File: config.mk
export PLATFORM = sky130hd
export DESIGN_NAME = dual_wheel_speed_pi_controller_top_flat
export DESIGN_NICKNAME = d
export VERILOG_FILES = /design/src/design/dwspc_pkg.sv /design/src/design/dwspc_if.sv /design/src/design/dual_wheel_speed_pi_controller_top.sv /design/src/design/dwspc_ctrl.sv /design/src/design/dwspc_datapath.sv /design/src/flat_wrapper.sv
export SDC_FILE = /design/constraint.sdc
export NUM_CORES = 2
export LEC_CHECK = 0
export BUFFER_PORTS_ARGS = -buffer_cell sky130_fd_sc_hd__clkbuf_2
export CORE_MARGIN = 8
export CORE_UTILIZATION = 50
export CTS_CLUSTER_SIZE = 12
export DETAILED_ROUTE_END_ITERATION = 16
export GPL_TIMING_DRIVEN = 1
export PLACE_DENSITY = 0.66
export SLEW_MARGIN = 5
export SYNTH_ARGS = -nofsm -noshare
export SYNTH_HDL_FRONTEND = slang
export SYNTH_SLANG_ARGS = --single-unit
export TNS_END_PERCENT = 30
File: constraint.sdc
create_clock -name clk_i -period 8.8 [get_ports clk_i]
set_clock_uncertainty 0.05 [all_clocks]
set_input_delay 1.32 -clock clk_i [delete_from_list [all_inputs] [get_ports clk_i]]
set_output_delay 1.32 -clock clk_i [all_outputs]
set_load 0.1 [all_outputs]
File: src/design/dwspc_pkg.sv
// Shared types, constants and a helper function for the dual-wheel speed controller.
package dwspc_pkg;

  // Sizing.
  localparam int WHEELS     = 2;
  localparam int PULSE_BITS = 16;
  localparam int WHEEL_IW   = (WHEELS > 1) ? $clog2(WHEELS) : 1;

  localparam int SPEED_W    = 24;
  localparam int GAIN_W     = 16;
  localparam int LIMIT_W    = 24;
  localparam int ERR_W      = SPEED_W + 1;
  localparam int INTEG_W    = SPEED_W + 1;
  localparam int OPCODE_W   = 3;
  localparam int DIR_W      = 2;
  localparam int CFG_IDX_W  = 3;
  localparam int CFG_DATA_W = 24;

  // Shared multiplier: signed A operand times zero-extended gain operand.
  localparam int MUL_A_W = (PULSE_BITS + 1 > ERR_W + 1) ? PULSE_BITS + 1 : ERR_W + 1;
  localparam int MUL_B_W = GAIN_W + 1;
  localparam int PROD_W  = MUL_A_W + MUL_B_W;
  localparam int ACC_W   = PROD_W + 2;

  localparam int PERIOD_FRAC    = 16;
  localparam int GAIN_PROD_FRAC = 20;
  localparam int INC_W          = PROD_W - PERIOD_FRAC;
  localparam int PWM_Q_W        = ACC_W - 1 - GAIN_PROD_FRAC;

  // Opcodes.
  typedef enum logic [OPCODE_W-1:0] {
    OP_EDGE   = 3'd0,
    OP_TICK   = 3'd1,
    OP_TARGET = 3'd2,
    OP_DIR    = 3'd3,
    OP_STOP   = 3'd4
  } op_e;

  // Direction codes and bridge pin pairs {in2, in1}.
  localparam logic [DIR_W-1:0] DIR_BRAKE = 2'd0;
  localparam logic [DIR_W-1:0] DIR_FWD   = 2'd1;
  localparam logic [DIR_W-1:0] DIR_BACK  = 2'd2;

  localparam logic [1:0] PINS_BRAKE = 2'b11;
  localparam logic [1:0] PINS_FWD   = 2'b01;
  localparam logic [1:0] PINS_BACK  = 2'b10;

  // Configuration register indexes and reset values.
  localparam logic [CFG_IDX_W-1:0] CFG_SPEED_PER_PULSE   = 3'd0;
  localparam logic [CFG_IDX_W-1:0] CFG_FEEDFORWARD_GAIN  = 3'd1;
  localparam logic [CFG_IDX_W-1:0] CFG_PROPORTIONAL_GAIN = 3'd2;
  localparam logic [CFG_IDX_W-1:0] CFG_INTEGRAL_GAIN     = 3'd3;
  localparam logic [CFG_IDX_W-1:0] CFG_CONTROL_PERIOD    = 3'd4;
  localparam logic [CFG_IDX_W-1:0] CFG_INTEGRAL_LIMIT    = 3'd5;
  localparam logic [CFG_IDX_W-1:0] CFG_PWM_MAX           = 3'd6;

  localparam logic [GAIN_W-1:0]  RST_SPEED_PER_PULSE   = 16'd1454;
  localparam logic [GAIN_W-1:0]  RST_FEEDFORWARD_GAIN  = 16'd2376;
  localparam logic [GAIN_W-1:0]  RST_PROPORTIONAL_GAIN = 16'd1024;
  localparam logic [GAIN_W-1:0]  RST_INTEGRAL_GAIN     = 16'd2048;
  localparam logic [GAIN_W-1:0]  RST_CONTROL_PERIOD    = 16'd6554;
  localparam logic [LIMIT_W-1:0] RST_INTEGRAL_LIMIT    = 24'd102400;
  localparam logic [GAIN_W-1:0]  RST_PWM_MAX           = 16'd1000;

  // Controller states.
  typedef enum logic [3:0] {
    ST_IDLE,
    ST_EXEC,
    ST_SPEED,
    ST_ERR,
    ST_MUL_INT,
    ST_INTEG,
    ST_MUL_FF,
    ST_MUL_P,
    ST_MUL_I,
    ST_ACC_I,
    ST_PWM
  } state_e;

  // Datapath step selected by the controller during a control tick.
  typedef enum logic [3:0] {
    TS_NONE,
    TS_MUL_SPEED,
    TS_ERR,
    TS_MUL_INT,
    TS_INTEG,
    TS_MUL_FF,
    TS_MUL_P,
    TS_MUL_I,
    TS_ACC_I,
    TS_PWM
  } tstep_e;

  typedef struct packed {
    logic   latch;
    logic   apply;
    logic   wheel_clr;
    logic   wheel_inc;
    tstep_e step;
  } cmd_t;

  typedef struct packed {
    logic [OPCODE_W-1:0] opcode;
    logic                target_zero;
    logic                last_wheel;
  } status_t;

  typedef struct packed {
    logic [OPCODE_W-1:0]       opcode;
    logic                      wheel;
    logic                      phase_b;
    logic signed [SPEED_W-1:0] target_speed;
    logic [DIR_W-1:0]          direction;
  } item_t;

  typedef struct packed {
    logic [GAIN_W-1:0]  left_pwm;
    logic [GAIN_W-1:0]  right_pwm;
    logic [SPEED_W-1:0] left_speed;
    logic [SPEED_W-1:0] right_speed;
    logic               left_in1;
    logic               left_in2;
    logic               right_in1;
    logic               right_in2;
  } snap_t;

  // Bridge pins for a direction code; the right wheel is mounted mirrored.
  function automatic logic [1:0] pins_for(input logic is_right, input logic [DIR_W-1:0] dir);
    logic [DIR_W-1:0] d;
    logic [1:0]       pins;
    d = dir;
    if (is_right) begin
      if (dir == DIR_FWD) begin
        d = DIR_BACK;
      end else if (dir == DIR_BACK) begin
        d = DIR_FWD;
      end
    end
    case (d)
      DIR_BRAKE: pins = PINS_BRAKE;
      DIR_FWD:   pins = PINS_FWD;
      default:   pins = PINS_BACK;
    endcase
    return pins;
  endfunction

endpackage

File: src/design/dwspc_if.sv
// Handshake interfaces for the command, result and configuration channels.
interface dwspc_in_if;
  import dwspc_pkg::*;
  logic                      valid;
  logic                      ready;
  logic [OPCODE_W-1:0]       opcode;
  logic                      wheel;
  logic                      phase_b;
  logic signed [SPEED_W-1:0] target_speed;
  logic [DIR_W-1:0]          direction;

  modport source (output valid, opcode, wheel, phase_b, target_speed, direction,
                  input ready);
  modport sink (input valid, opcode, wheel, phase_b, target_speed, direction,
                output ready);
endinterface

interface dwspc_out_if;
  import dwspc_pkg::*;
  logic               valid;
  logic               ready;
  logic [GAIN_W-1:0]  left_pwm;
  logic [GAIN_W-1:0]  right_pwm;
  logic [SPEED_W-1:0] left_speed;
  logic [SPEED_W-1:0] right_speed;
  logic               left_in1;
  logic               left_in2;
  logic               right_in1;
  logic               right_in2;

  modport source (output valid, left_pwm, right_pwm, left_speed, right_speed,
                  left_in1, left_in2, right_in1, right_in2, input ready);
  modport sink (input valid, left_pwm, right_pwm, left_speed, right_speed,
                left_in1, left_in2, right_in1, right_in2, output ready);
endinterface

interface dwspc_cfg_if;
  import dwspc_pkg::*;
  logic                  valid;
  logic                  ready;
  logic [CFG_IDX_W-1:0]  index;
  logic [CFG_DATA_W-1:0] data;

  modport source (output valid, index, data, input ready);
  modport sink (input valid, index, data, output ready);
endinterface

File: src/design/dual_wheel_speed_pi_controller_top.sv
// Top level of the dual-wheel speed controller with PI loop and feedforward.
// Simple opcodes (encoder, set-target, set-direction, stop-all and unused) register
// the command on acceptance and apply it in the EXEC state; a control tick then walks
// SPEED, ERR and the PI steps for each wheel, skipping the PI steps for a zero target.
// A new command is taken only once the previous one is through, since the tick
// sequence walks the single shared multiplier per wheel.
// Reset clears counts, targets, speeds, integrals and PWM, brakes both bridges and
// loads the configuration defaults; the block is ready in the first cycle after reset.
module dual_wheel_speed_pi_controller_top (
  input  logic        clk_i,
  input  logic        rst_ni,
  dwspc_in_if.sink    in_i,
  dwspc_out_if.source out_o,
  dwspc_cfg_if.sink   cfg_i
);
  import dwspc_pkg::*;

  item_t   item;
  cmd_t    cmd;
  status_t status;
  snap_t   snap;

  // The incoming transaction payload travels to the datapath as one struct; it
  // is captured there on the accepting edge.
  assign item.opcode       = in_i.opcode;
  assign item.wheel        = in_i.wheel;
  assign item.phase_b      = in_i.phase_b;
  assign item.target_speed = in_i.target_speed;
  assign item.direction    = in_i.direction;

  // The controller owns both handshakes. A new command is taken only once the
  // previous result has been taken (or is taken in the same cycle), so the
  // architectural state registers can drive the result channel directly.
  dwspc_ctrl u_ctrl (
    .clk_i       (clk_i),
    .rst_ni      (rst_ni),
    .in_valid_i  (in_i.valid),
    .in_ready_o  (in_i.ready),
    .out_valid_o (out_o.valid),
    .out_ready_i (out_o.ready),
    .status_i    (status),
    .cmd_o       (cmd)
  );

  // The datapath holds the configuration registers, the per-wheel state and
  // the one multiplier that the tick sequence shares between both wheels.
  dwspc_datapath u_datapath (
    .clk_i    (clk_i),
    .rst_ni   (rst_ni),
    .cfg_i    (cfg_i),
    .item_i   (item),
    .cmd_i    (cmd),
    .status_o (status),
    .snap_o   (snap)
  );

  // Result payload is the snapshot of both wheels after the last command.
  assign out_o.left_pwm    = snap.left_pwm;
  assign out_o.right_pwm   = snap.right_pwm;
  assign out_o.left_speed  = snap.left_speed;
  assign out_o.right_speed = snap.right_speed;
  assign out_o.left_in1    = snap.left_in1;
  assign out_o.left_in2    = snap.left_in2;
  assign out_o.right_in1   = snap.right_in1;
  assign out_o.right_in2   = snap.right_in2;

endmodule

File: src/design/dwspc_ctrl.sv
// Controller state machine: transaction handshakes and control tick sequencing.
module dwspc_ctrl (
  input  logic               clk_i,
  input  logic               rst_ni,
  input  logic               in_valid_i,
  output logic               in_ready_o,
  output logic               out_valid_o,
  input  logic               out_ready_i,
  input  dwspc_pkg::status_t status_i,
  output dwspc_pkg::cmd_t    cmd_o
);
  import dwspc_pkg::*;

  state_e state_q, state_d;
  logic   out_valid_q, out_valid_d;
  logic   done;
  logic   is_tick;

  assign is_tick    = (status_i.opcode == OP_TICK);
  assign in_ready_o = (state_q == ST_IDLE) && (!out_valid_q || out_ready_i);

  // Next state.
  always_comb begin
    state_d = state_q;
    case (state_q)
      ST_IDLE: begin
        if (in_valid_i && in_ready_o) begin
          state_d = ST_EXEC;
        end
      end
      ST_EXEC: begin
        state_d = is_tick ? ST_SPEED : ST_IDLE;
      end
      ST_SPEED:   state_d = ST_ERR;
      ST_ERR: begin
        if (status_i.target_zero) begin
          state_d = status_i.last_wheel ? ST_IDLE : ST_SPEED;
        end else begin
          state_d = ST_MUL_INT;
        end
      end
      ST_MUL_INT: state_d = ST_INTEG;
      ST_INTEG:   state_d = ST_MUL_FF;
      ST_MUL_FF:  state_d = ST_MUL_P;
      ST_MUL_P:   state_d = ST_MUL_I;
      ST_MUL_I:   state_d = ST_ACC_I;
      ST_ACC_I:   state_d = ST_PWM;
      ST_PWM: begin
        state_d = status_i.last_wheel ? ST_IDLE : ST_SPEED;
      end
      default:    state_d = ST_IDLE;
    endcase
  end

  // Outputs to the datapath.
  always_comb begin
    cmd_o           = '0;
    cmd_o.step      = TS_NONE;
    done            = 1'b0;
    cmd_o.latch     = in_valid_i && in_ready_o;
    case (state_q)
      ST_EXEC: begin
        cmd_o.apply     = 1'b1;
        cmd_o.wheel_clr = is_tick;
        done            = !is_tick;
      end
      ST_SPEED:   cmd_o.step = TS_MUL_SPEED;
      ST_ERR: begin
        cmd_o.step      = TS_ERR;
        cmd_o.wheel_inc = status_i.target_zero && !status_i.last_wheel;
        done            = status_i.target_zero && status_i.last_wheel;
      end
      ST_MUL_INT: cmd_o.step = TS_MUL_INT;
      ST_INTEG:   cmd_o.step = TS_INTEG;
      ST_MUL_FF:  cmd_o.step = TS_MUL_FF;
      ST_MUL_P:   cmd_o.step = TS_MUL_P;
      ST_MUL_I:   cmd_o.step = TS_MUL_I;
      ST_ACC_I:   cmd_o.step = TS_ACC_I;
      ST_PWM: begin
        cmd_o.step      = TS_PWM;
        cmd_o.wheel_inc = !status_i.last_wheel;
        done            = status_i.last_wheel;
      end
      default: begin
        cmd_o.step = TS_NONE;
      end
    endcase
  end

  assign out_valid_d = done || (out_valid_q && !out_ready_i);
  assign out_valid_o = out_valid_q;

  always_ff @(posedge clk_i or negedge rst_ni) begin
    if (!rst_ni) begin
      state_q     <= ST_IDLE;
      out_valid_q <= 1'b0;
    end else begin
      state_q     <= state_d;
      out_valid_q <= out_valid_d;
    end
  end

endmodule

File: src/design/dwspc_datapath.sv
// Datapath: configuration registers, per-wheel state and the shared multiplier.
module dwspc_datapath (
  input  logic             clk_i,
  input  logic             rst_ni,
  dwspc_cfg_if.sink        cfg_i,
  input  dwspc_pkg::item_t item_i,
  input  dwspc_pkg::cmd_t  cmd_i,
  output dwspc_pkg::status_t status_o,
  output dwspc_pkg::snap_t snap_o
);
  import dwspc_pkg::*;

  localparam logic signed [PULSE_BITS-1:0] CNT_MAX = {1'b0, {(PULSE_BITS-1){1'b1}}};
  localparam logic signed [PULSE_BITS-1:0] CNT_MIN = {1'b1, {(PULSE_BITS-1){1'b0}}};

  // Configuration registers.
  logic [GAIN_W-1:0]  spp_q, ff_q, kp_q, ki_q, period_q, pwm_max_q;
  logic [LIMIT_W-1:0] limit_q;

  // Latched command item.
  logic [OPCODE_W-1:0]       opcode_q;
  logic                      phase_q;
  logic signed [SPEED_W-1:0] tspeed_q;
  logic [DIR_W-1:0]          dir_q;
  logic                      ok_q;
  logic [WHEEL_IW-1:0]       widx_q;

  // Per-wheel state.
  logic signed [PULSE_BITS-1:0] count_q [WHEELS];
  logic signed [PULSE_BITS-1:0] count_d [WHEELS];
  logic [SPEED_W-1:0]           target_q [WHEELS];
  logic [SPEED_W-1:0]           target_d [WHEELS];
  logic [SPEED_W-1:0]           meas_q [WHEELS];
  logic [SPEED_W-1:0]           meas_d [WHEELS];
  logic signed [INTEG_W-1:0]    integral_q [WHEELS];
  logic signed [INTEG_W-1:0]    integral_d [WHEELS];
  logic [GAIN_W-1:0]            pwm_q [WHEELS];
  logic [GAIN_W-1:0]            pwm_d [WHEELS];
  logic [1:0]                   pins_q [WHEELS];
  logic [1:0]                   pins_d [WHEELS];

  // Tick working registers.
  logic signed [MUL_A_W-1:0] mul_a;
  logic [GAIN_W-1:0]         mul_b;
  logic signed [PROD_W-1:0]  prod_d, prod_q;
  logic signed [ERR_W-1:0]   err_d, err_q;
  logic signed [INTEG_W-1:0] integ_q;
  logic signed [ACC_W-1:0]   acc_q;

  logic signed [PULSE_BITS-1:0] cnt_cur;
  logic [PULSE_BITS-1:0]        mag;
  logic [SPEED_W-1:0]           meas_sat;
  logic signed [INC_W-1:0]      inc;
  logic signed [INC_W:0]        integ_sum, lim_pos, lim_neg, integ_clamp;
  logic signed [INTEG_W-1:0]    integ_new;
  logic [PWM_Q_W-1:0]           pwm_raw;
  logic [GAIN_W-1:0]            pwm_new;

  assign cfg_i.ready = 1'b1;

  always_ff @(posedge clk_i or negedge rst_ni) begin
    if (!rst_ni) begin
      spp_q     <= RST_SPEED_PER_PULSE;
      ff_q      <= RST_FEEDFORWARD_GAIN;
      kp_q      <= RST_PROPORTIONAL_GAIN;
      ki_q      <= RST_INTEGRAL_GAIN;
      period_q  <= RST_CONTROL_PERIOD;
      limit_q   <= RST_INTEGRAL_LIMIT;
      pwm_max_q <= RST_PWM_MAX;
    end else if (cfg_i.valid) begin
      case (cfg_i.index)
        CFG_SPEED_PER_PULSE:   spp_q     <= cfg_i.data[GAIN_W-1:0];
        CFG_FEEDFORWARD_GAIN:  ff_q      <= cfg_i.data[GAIN_W-1:0];
        CFG_PROPORTIONAL_GAIN: kp_q      <= cfg_i.data[GAIN_W-1:0];
        CFG_INTEGRAL_GAIN:     ki_q      <= cfg_i.data[GAIN_W-1:0];
        CFG_CONTROL_PERIOD:    period_q  <= cfg_i.data[GAIN_W-1:0];
        CFG_INTEGRAL_LIMIT:    limit_q   <= cfg_i.data[LIMIT_W-1:0];
        CFG_PWM_MAX:           pwm_max_q <= cfg_i.data[GAIN_W-1:0];
        default: begin
        end
      endcase
    end
  end

  // Item capture; the wheel index also selects the tick's current wheel.
  always_ff @(posedge clk_i) begin
    if (cmd_i.latch) begin
      opcode_q <= item_i.opcode;
      phase_q  <= item_i.phase_b;
      tspeed_q <= item_i.target_speed;
      dir_q    <= item_i.direction;
      ok_q     <= 32'(item_i.wheel) < 32'(WHEELS);
    end
  end

  always_ff @(posedge clk_i or negedge rst_ni) begin
    if (!rst_ni) begin
      widx_q <= '0;
    end else if (cmd_i.latch) begin
      widx_q <= WHEEL_IW'(item_i.wheel);
    end else if (cmd_i.wheel_clr) begin
      widx_q <= '0;
    end else if (cmd_i.wheel_inc) begin
      widx_q <= widx_q + WHEEL_IW'(1);
    end
  end

  assign status_o.opcode      = opcode_q;
  assign status_o.target_zero = (target_q[widx_q] == '0);
  assign status_o.last_wheel  = (widx_q == WHEEL_IW'(WHEELS - 1));

  // Shared multiplier with registered product.
  assign cnt_cur = count_q[widx_q];
  assign mag     = cnt_cur[PULSE_BITS-1] ? PULSE_BITS'(-cnt_cur) : PULSE_BITS'(cnt_cur);

  always_comb begin
    case (cmd_i.step)
      TS_MUL_SPEED: begin
        mul_a = MUL_A_W'(mag);
        mul_b = spp_q;
      end
      TS_MUL_INT: begin
        mul_a = MUL_A_W'(err_q);
        mul_b = period_q;
      end
      TS_MUL_FF: begin
        mul_a = MUL_A_W'(target_q[widx_q]);
        mul_b = ff_q;
      end
      TS_MUL_P: begin
        mul_a = MUL_A_W'(err_q);
        mul_b = kp_q;
      end
      TS_MUL_I: begin
        mul_a = MUL_A_W'(integ_q);
        mul_b = ki_q;
      end
      default: begin
        mul_a = '0;
        mul_b = '0;
      end
    endcase
  end

  assign prod_d = mul_a * $signed({1'b0, mul_b});

  // Speed saturation, error, integral update and PWM clamp.
  assign meas_sat = (prod_q[PROD_W-1:SPEED_W] != '0) ? {SPEED_W{1'b1}}
                                                     : prod_q[SPEED_W-1:0];
  assign err_d    = $signed({1'b0, target_q[widx_q]}) - $signed({1'b0, meas_sat});

  assign inc         = $signed(prod_q[PROD_W-1:PERIOD_FRAC]);
  assign integ_sum   = (INC_W+1)'(inc) + (INC_W+1)'(integral_q[widx_q]);
  assign lim_pos     = $signed((INC_W+1)'(limit_q));
  assign lim_neg     = -lim_pos;
  assign integ_clamp = (integ_sum > lim_pos) ? lim_pos :
                       (integ_sum < lim_neg) ? lim_neg : integ_sum;
  assign integ_new   = integ_clamp[INTEG_W-1:0];

  assign pwm_raw = acc_q[ACC_W-2:GAIN_PROD_FRAC];
  assign pwm_new = acc_q[ACC_W-1] ? '0 :
                   (pwm_raw > PWM_Q_W'(pwm_max_q)) ? pwm_max_q : pwm_raw[GAIN_W-1:0];

  always_ff @(posedge clk_i) begin
    prod_q <= prod_d;
    if (cmd_i.step == TS_ERR) begin
      err_q <= err_d;
    end
    if (cmd_i.step == TS_INTEG) begin
      integ_q <= integ_new;
    end
    if (cmd_i.step == TS_MUL_P) begin
      acc_q <= ACC_W'(prod_q);
    end else if (cmd_i.step == TS_MUL_I || cmd_i.step == TS_ACC_I) begin
      acc_q <= acc_q + ACC_W'(prod_q);
    end
  end

  // Per-wheel state update.
  always_comb begin
    count_d    = count_q;
    target_d   = target_q;
    meas_d     = meas_q;
    integral_d = integral_q;
    pwm_d      = pwm_q;
    pins_d     = pins_q;
    if (cmd_i.apply) begin
      case (opcode_q)
        OP_EDGE: begin
          if (ok_q) begin
            if (phase_q) begin
              if (cnt_cur != CNT_MAX) begin
                count_d[widx_q] = cnt_cur + PULSE_BITS'(1);
              end
            end else if (cnt_cur != CNT_MIN) begin
              count_d[widx_q] = cnt_cur - PULSE_BITS'(1);
            end
          end
        end
        OP_TARGET: begin
          if (ok_q) begin
            target_d[widx_q] = tspeed_q[SPEED_W-1] ? '0 : SPEED_W'(tspeed_q);
          end
        end
        OP_DIR: begin
          if (ok_q) begin
            pins_d[widx_q] = pins_for(widx_q == WHEEL_IW'(1), dir_q);
          end
        end
        OP_STOP: begin
          for (int w = 0; w < WHEELS; w++) begin
            count_d[w]    = '0;
            target_d[w]   = '0;
            meas_d[w]     = '0;
            integral_d[w] = '0;
            pwm_d[w]      = '0;
            pins_d[w]     = PINS_BRAKE;
          end
        end
        default: begin
        end
      endcase
    end
    case (cmd_i.step)
      TS_ERR: begin
        meas_d[widx_q]  = meas_sat;
        count_d[widx_q] = '0;
        if (target_q[widx_q] == '0) begin
          integral_d[widx_q] = '0;
          pwm_d[widx_q]      = '0;
        end
      end
      TS_INTEG: integral_d[widx_q] = integ_new;
      TS_PWM:   pwm_d[widx_q]      = pwm_new;
      default: begin
      end
    endcase
  end

  always_ff @(posedge clk_i or negedge rst_ni) begin
    if (!rst_ni) begin
      for (int w = 0; w < WHEELS; w++) begin
        count_q[w]    <= '0;
        target_q[w]   <= '0;
        meas_q[w]     <= '0;
        integral_q[w] <= '0;
        pwm_q[w]      <= '0;
        pins_q[w]     <= PINS_BRAKE;
      end
    end else begin
      count_q    <= count_d;
      target_q   <= target_d;
      meas_q     <= meas_d;
      integral_q <= integral_d;
      pwm_q      <= pwm_d;
      pins_q     <= pins_d;
    end
  end

  // Result snapshot: left is wheel zero, right is wheel one when present.
  assign snap_o.left_pwm   = pwm_q[0];
  assign snap_o.left_speed = meas_q[0];
  assign snap_o.left_in1   = pins_q[0][0];
  assign snap_o.left_in2   = pins_q[0][1];

  if (WHEELS > 1) begin : g_right
    assign snap_o.right_pwm   = pwm_q[1];
    assign snap_o.right_speed = meas_q[1];
    assign snap_o.right_in1   = pins_q[1][0];
    assign snap_o.right_in2   = pins_q[1][1];
  end else begin : g_no_right
    assign snap_o.right_pwm   = '0;
    assign snap_o.right_speed = '0;
    assign snap_o.right_in1   = 1'b0;
    assign snap_o.right_in2   = 1'b0;
  end

endmodule

File: src/flat_wrapper.sv
// flat-port wrapper written by rule: the top's interface ports become plain ports
module dual_wheel_speed_pi_controller_top_flat import dwspc_pkg::*;
  (clk_i, rst_ni, in_i_valid, in_i_opcode, in_i_wheel, in_i_phase_b, in_i_target_speed, in_i_direction, in_i_ready, out_o_valid, out_o_left_pwm, out_o_right_pwm, out_o_left_speed, out_o_right_speed, out_o_left_in1, out_o_left_in2, out_o_right_in1, out_o_right_in2, out_o_ready, cfg_i_valid, cfg_i_index, cfg_i_data, cfg_i_ready);
  dwspc_in_if in_i_i ();
  dwspc_out_if out_o_i ();
  dwspc_cfg_if cfg_i_i ();
  input  logic clk_i;
  input  logic rst_ni;
  input wire logic [$bits(in_i_i.valid)-1:0] in_i_valid;
  input wire logic [$bits(in_i_i.opcode)-1:0] in_i_opcode;
  input wire logic [$bits(in_i_i.wheel)-1:0] in_i_wheel;
  input wire logic [$bits(in_i_i.phase_b)-1:0] in_i_phase_b;
  input wire logic [$bits(in_i_i.target_speed)-1:0] in_i_target_speed;
  input wire logic [$bits(in_i_i.direction)-1:0] in_i_direction;
  output wire logic [$bits(in_i_i.ready)-1:0] in_i_ready;
  output wire logic [$bits(out_o_i.valid)-1:0] out_o_valid;
  output wire logic [$bits(out_o_i.left_pwm)-1:0] out_o_left_pwm;
  output wire logic [$bits(out_o_i.right_pwm)-1:0] out_o_right_pwm;
  output wire logic [$bits(out_o_i.left_speed)-1:0] out_o_left_speed;
  output wire logic [$bits(out_o_i.right_speed)-1:0] out_o_right_speed;
  output wire logic [$bits(out_o_i.left_in1)-1:0] out_o_left_in1;
  output wire logic [$bits(out_o_i.left_in2)-1:0] out_o_left_in2;
  output wire logic [$bits(out_o_i.right_in1)-1:0] out_o_right_in1;
  output wire logic [$bits(out_o_i.right_in2)-1:0] out_o_right_in2;
  input wire logic [$bits(out_o_i.ready)-1:0] out_o_ready;
  input wire logic [$bits(cfg_i_i.valid)-1:0] cfg_i_valid;
  input wire logic [$bits(cfg_i_i.index)-1:0] cfg_i_index;
  input wire logic [$bits(cfg_i_i.data)-1:0] cfg_i_data;
  output wire logic [$bits(cfg_i_i.ready)-1:0] cfg_i_ready;
  assign in_i_i.valid = in_i_valid;
  assign in_i_i.opcode = in_i_opcode;
  assign in_i_i.wheel = in_i_wheel;
  assign in_i_i.phase_b = in_i_phase_b;
  assign in_i_i.target_speed = in_i_target_speed;
  assign in_i_i.direction = in_i_direction;
  assign in_i_ready = in_i_i.ready;
  assign out_o_valid = out_o_i.valid;
  assign out_o_left_pwm = out_o_i.left_pwm;
  assign out_o_right_pwm = out_o_i.right_pwm;
  assign out_o_left_speed = out_o_i.left_speed;
  assign out_o_right_speed = out_o_i.right_speed;
  assign out_o_left_in1 = out_o_i.left_in1;
  assign out_o_left_in2 = out_o_i.left_in2;
  assign out_o_right_in1 = out_o_i.right_in1;
  assign out_o_right_in2 = out_o_i.right_in2;
  assign out_o_i.ready = out_o_ready;
  assign cfg_i_i.valid = cfg_i_valid;
  assign cfg_i_i.index = cfg_i_index;
  assign cfg_i_i.data = cfg_i_data;
  assign cfg_i_ready = cfg_i_i.ready;
  dual_wheel_speed_pi_controller_top u_core (.clk_i(clk_i), .rst_ni(rst_ni), .in_i(in_i_i), .out_o(out_o_i), .cfg_i(cfg_i_i));
endmodule
==> flow_summary.json <==
{
  "tightest_slew_ns": 1.203,
  "yosys.area.top_type": "fa_1",
  "clock_latency_ns": 0.66,
  "whs_path_depth": 1,
  "crit_buf_inv": 11,
  "synthTopCellsByCount": "606 x inv_1, 455 x nand2_1, 404 x nor2_1",
  "core_area_um2": 86210,
  "rr_startpoint": "u_core.u_datapath.widx_q$_DFFE_PN0P_",
  "die-width_um": 310.0,
  "async_reset_ff_share_pct": 66.80,
  "synth_area_leaders": "fa_1 18%, dfrtp_1 18%, edfxtp_1 8.7%",
  "place_inst": 5828,
  "grt_max_degree": 154,
  "fmax_mhz": 117.5,
  "fin_cells": 5936,
  "drive_gt1_share_pct": 14.40,
  "hold_path_end": "u_core.u_datapath.snap_o[3]$_DFFE_PN1P_",
  "wire_per_inst_um": 22.53,
  "initial_core_util_pct": 50.14,
  "rows": 108,
  "r2r_end": "u_core.u_datapath.prod_q[42]$_DFF_P_",
  "power_w": 0.01736,
  "io_pins": 150,
  "fillers": 7794,
  "leakagePower_nw": 23.14,
  "num-nets-final": 5463,
  "end_kind": "flop",
  "cpPeakStageDelay_ns": 0.55,
  "place_congestion": 0.9681,
  "cp-start-kind": "flop",
  "ir_drop_v": 0.0003160,
  "grt.overflow.total": 0,
  "power_density_nw_per_um2": 359.6,
  "drt.antenna.violating_nets": 0,
  "cts-root-buf": "clkbuf_16",
  "tritoncts": "yes",
  "clock_sinks": 506,
  "rsz0062_at_grt": "yes",
  "hold_viol_final": 0,
  "seq_area_frac_synth_pct": 30.34,
  "route.detailed.drc": 0,
  "grt.total_usage_pct": 27.91,
  "synth_edf_count": 125,
  "synthesis.area_um2": 43230,
  "min-delay-start": "u_core.u_datapath.dir_q[1]$_DFFE_PP_",
  "cp_top_family": "adder cells",
  "rrSetupSlack_ns": 0.29,
  "vias_per_cell": 5.862,
  "clk_pin_slew_ns": 0.07,
  "syn_nets": 5265,
  "max_slew_margin_pct": 19.37,
  "worstPathArrival_ns": 9.01,
  "ys_seq_elements": 506,
  "cp_max_fo": 11,
  "status": "finished, final reports clean",
  "syn_area_per_cell_um2": 9.529,
  "htree_levels": 2,
  "post-dp-hpwl_mm": 104.9,
  "dieArea_um2": 96120,
  "min_period_ns": 8.510,
  "grt_pass1_vias": 35050,
  "die_y_um": 310.0,
  "vias": 34800,
  "worst_ep_required_time_ns": 9.30,
  "firstDrtPassIters": 9,
  "hp-class": "reg -> reg",
  "io_buffers": 148,
  "drv_slew": 0,
  "finalCritPeriodShare_pct": 96.70,
  "antenna_found_initial": 6,
  "drtIter0Drc": 3100,
  "reg2reg_depth": 34,
  "crit_type": "reg -> reg",
  "ys.flop_type": "dfrtp_1",
  "wirelength_mm": 133.8,
  "post-synth-top-count-cell": "inv_1",
  "clockBufferDepth": 3,
  "synth_top_area_share_pct": 18.43,
  "synthToLayoutAreaGrowth_pct": 11.69,
  "ys_warn_count": 0,
  "synthCells": 4536,
  "grt_pass1_wl_mm": 208.2,
  "max-cap-violations": 0,
  "slowest_stage": "dfrtp_4",
  "synth.distinct_cells": 90,
  "setup_violations": 0,
  "cts_buffers": 54
}
==> worst max path at each step <==
stage	start	to	slack (ns)	cells past startpoint
floorplan	u_core.u_datapath.widx_q$_DFFE_PN0P_	u_core.u_datapath.prod_q[41]$_DFF_P_	0.001	34
global placement	u_core.u_datapath.widx_q$_DFFE_PN0P_	u_core.u_datapath.prod_q[34]$_DFF_P_	-0.32	30
detailed placement	u_core.u_datapath.widx_q$_DFFE_PN0P_	u_core.u_datapath.prod_q[34]$_DFF_P_	-0.55	30
CTS	u_core.u_datapath.widx_q$_DFFE_PN0P_	u_core.u_datapath.prod_q[34]$_DFF_P_	0.10	30
global route	u_core.u_datapath.widx_q$_DFFE_PN0P_	u_core.u_datapath.prod_q[42]$_DFF_P_	-0.07	31
finish	u_core.u_datapath.widx_q$_DFFE_PN0P_	u_core.u_datapath.prod_q[42]$_DFF_P_	0.29	34
==> registers in the layout, indices dropped and copies added, names as in the netlist, 2 cells and up <==
name / count
u_core.u_datapath.opcode_q: 3
u_core.u_datapath.period_q: 16
u_core.u_datapath.pwm_max_q: 16
u_core.u_datapath.integ_q: 25
u_core.u_datapath.integral_q: 50
u_core.u_ctrl.state_q: 4
u_core.u_datapath.prod_q: 43
u_core.u_datapath.tspeed_q: 24
u_core.u_datapath.err_q: 25
u_core.u_datapath.dir_q: 2
u_core.u_datapath.target_q: 46
u_core.u_datapath.spp_q: 16
u_core.u_datapath.ff_q: 16
u_core.u_datapath.limit_q: 24
u_core.u_datapath.snap_o: 84
u_core.u_datapath.acc_q: 45
u_core.u_datapath.kp_q: 16
u_core.u_datapath.ki_q: 16
u_core.u_datapath.count_q: 32
==> repair_timing <==
action,in CTS,in global routing
gates resized for setup,6,17
setup endpoints to repair,10,8
hold endpoints to repair,0,0
buffers inserted,0,4
hold buffers,0,0
gates cloned,0,1
pin swaps,0,6
==> kinds of logic (layout without fill, tap and decap cells) <==
family | count (synthesis) | count (layout) | synth area share, %
and+or+nand+nor | 1233 | 1234 | 12.69
buffers and inverters | 800 | 1042 | 7.074
muxes | 220 | 220 | 5.555
adders and majority gates | 666 | 666 | 26.19
AOI/OAI and AO/OA | 940 | 940 | 14.70
other | 1 | 3 | 0.008675
xor gates and xnor gates | 170 | 170 | 3.445
DFF | 506 | 506 | 30.34
==> layout by cell type (no fill, tap or decap), types with 125 or more instances in the layout <==
cell      count
o21ai_0     223
buf_4       178
mux2_2      158
fa_1        398
edfxtp_1    125
a21oi_1     212
nor2_1      401
ha_1        267
clkbuf_2    147
dfrtp_1     304
inv_1       606
nand2_1     453
==> layer usage <==
metal | up-vias | track usage [%] | share of wire (%)
met1 | 17500 | 38.47 | 43
met4 | 4 | 9.593 | 3.9
met2 | 1243 | 44.63 | 46
met5 | - | 0 | 0.020
met3 | 271 | 4.761 | 7.4
li1 | 15780 | - | -
==> where the power goes <==
group	leakage, nW	internal, W	switching [W]
logic	16.5	0.00396	0.00719
clock network	0.860	0.00131	0.00102
registers	5.79	0.00328	0.000606
total	23.1	0.00855	0.00881
==> cell type report <==
cell class	count	area, um2	area share (%)
inverter	606	2275	4.712
clock inverter	17	242.7	0.5028
clock buffer	84	1548	3.206
multi-input combinational	3231	27380	56.71
timing repair buffer	335	2267	4.696
antenna	2	5.005	0.01037
sequential	506	13120	27.17
tap	1155	1445	2.993
==> through the flow <==
| step | setup TNS [ns] | hold slack, ns | area [um2] | setup WS [ns] | utilization (%) |
|---|---|---|---|---|---|
| after global placement | -0.6350 | 0.3452 | 46330 | -0.3182 | 53.74 |
| after floorplan | 0 | 0.3348 | 43250 | 0.001306 | - |
| after CTS | 0 | 0.3516 | 48140 | 0.1031 | 55.84 |
| after global routing | -0.06609 | 0.3807 | 48270 | -0.06609 | 55.99 |
| final | 0 | 0.3409 | 48280 | 0.2902 | 56.00 |
| after detailed placement | -2.382 | 0.3593 | 46330 | -0.5504 | 53.74 |
Power figures use the tool's default switching activity.
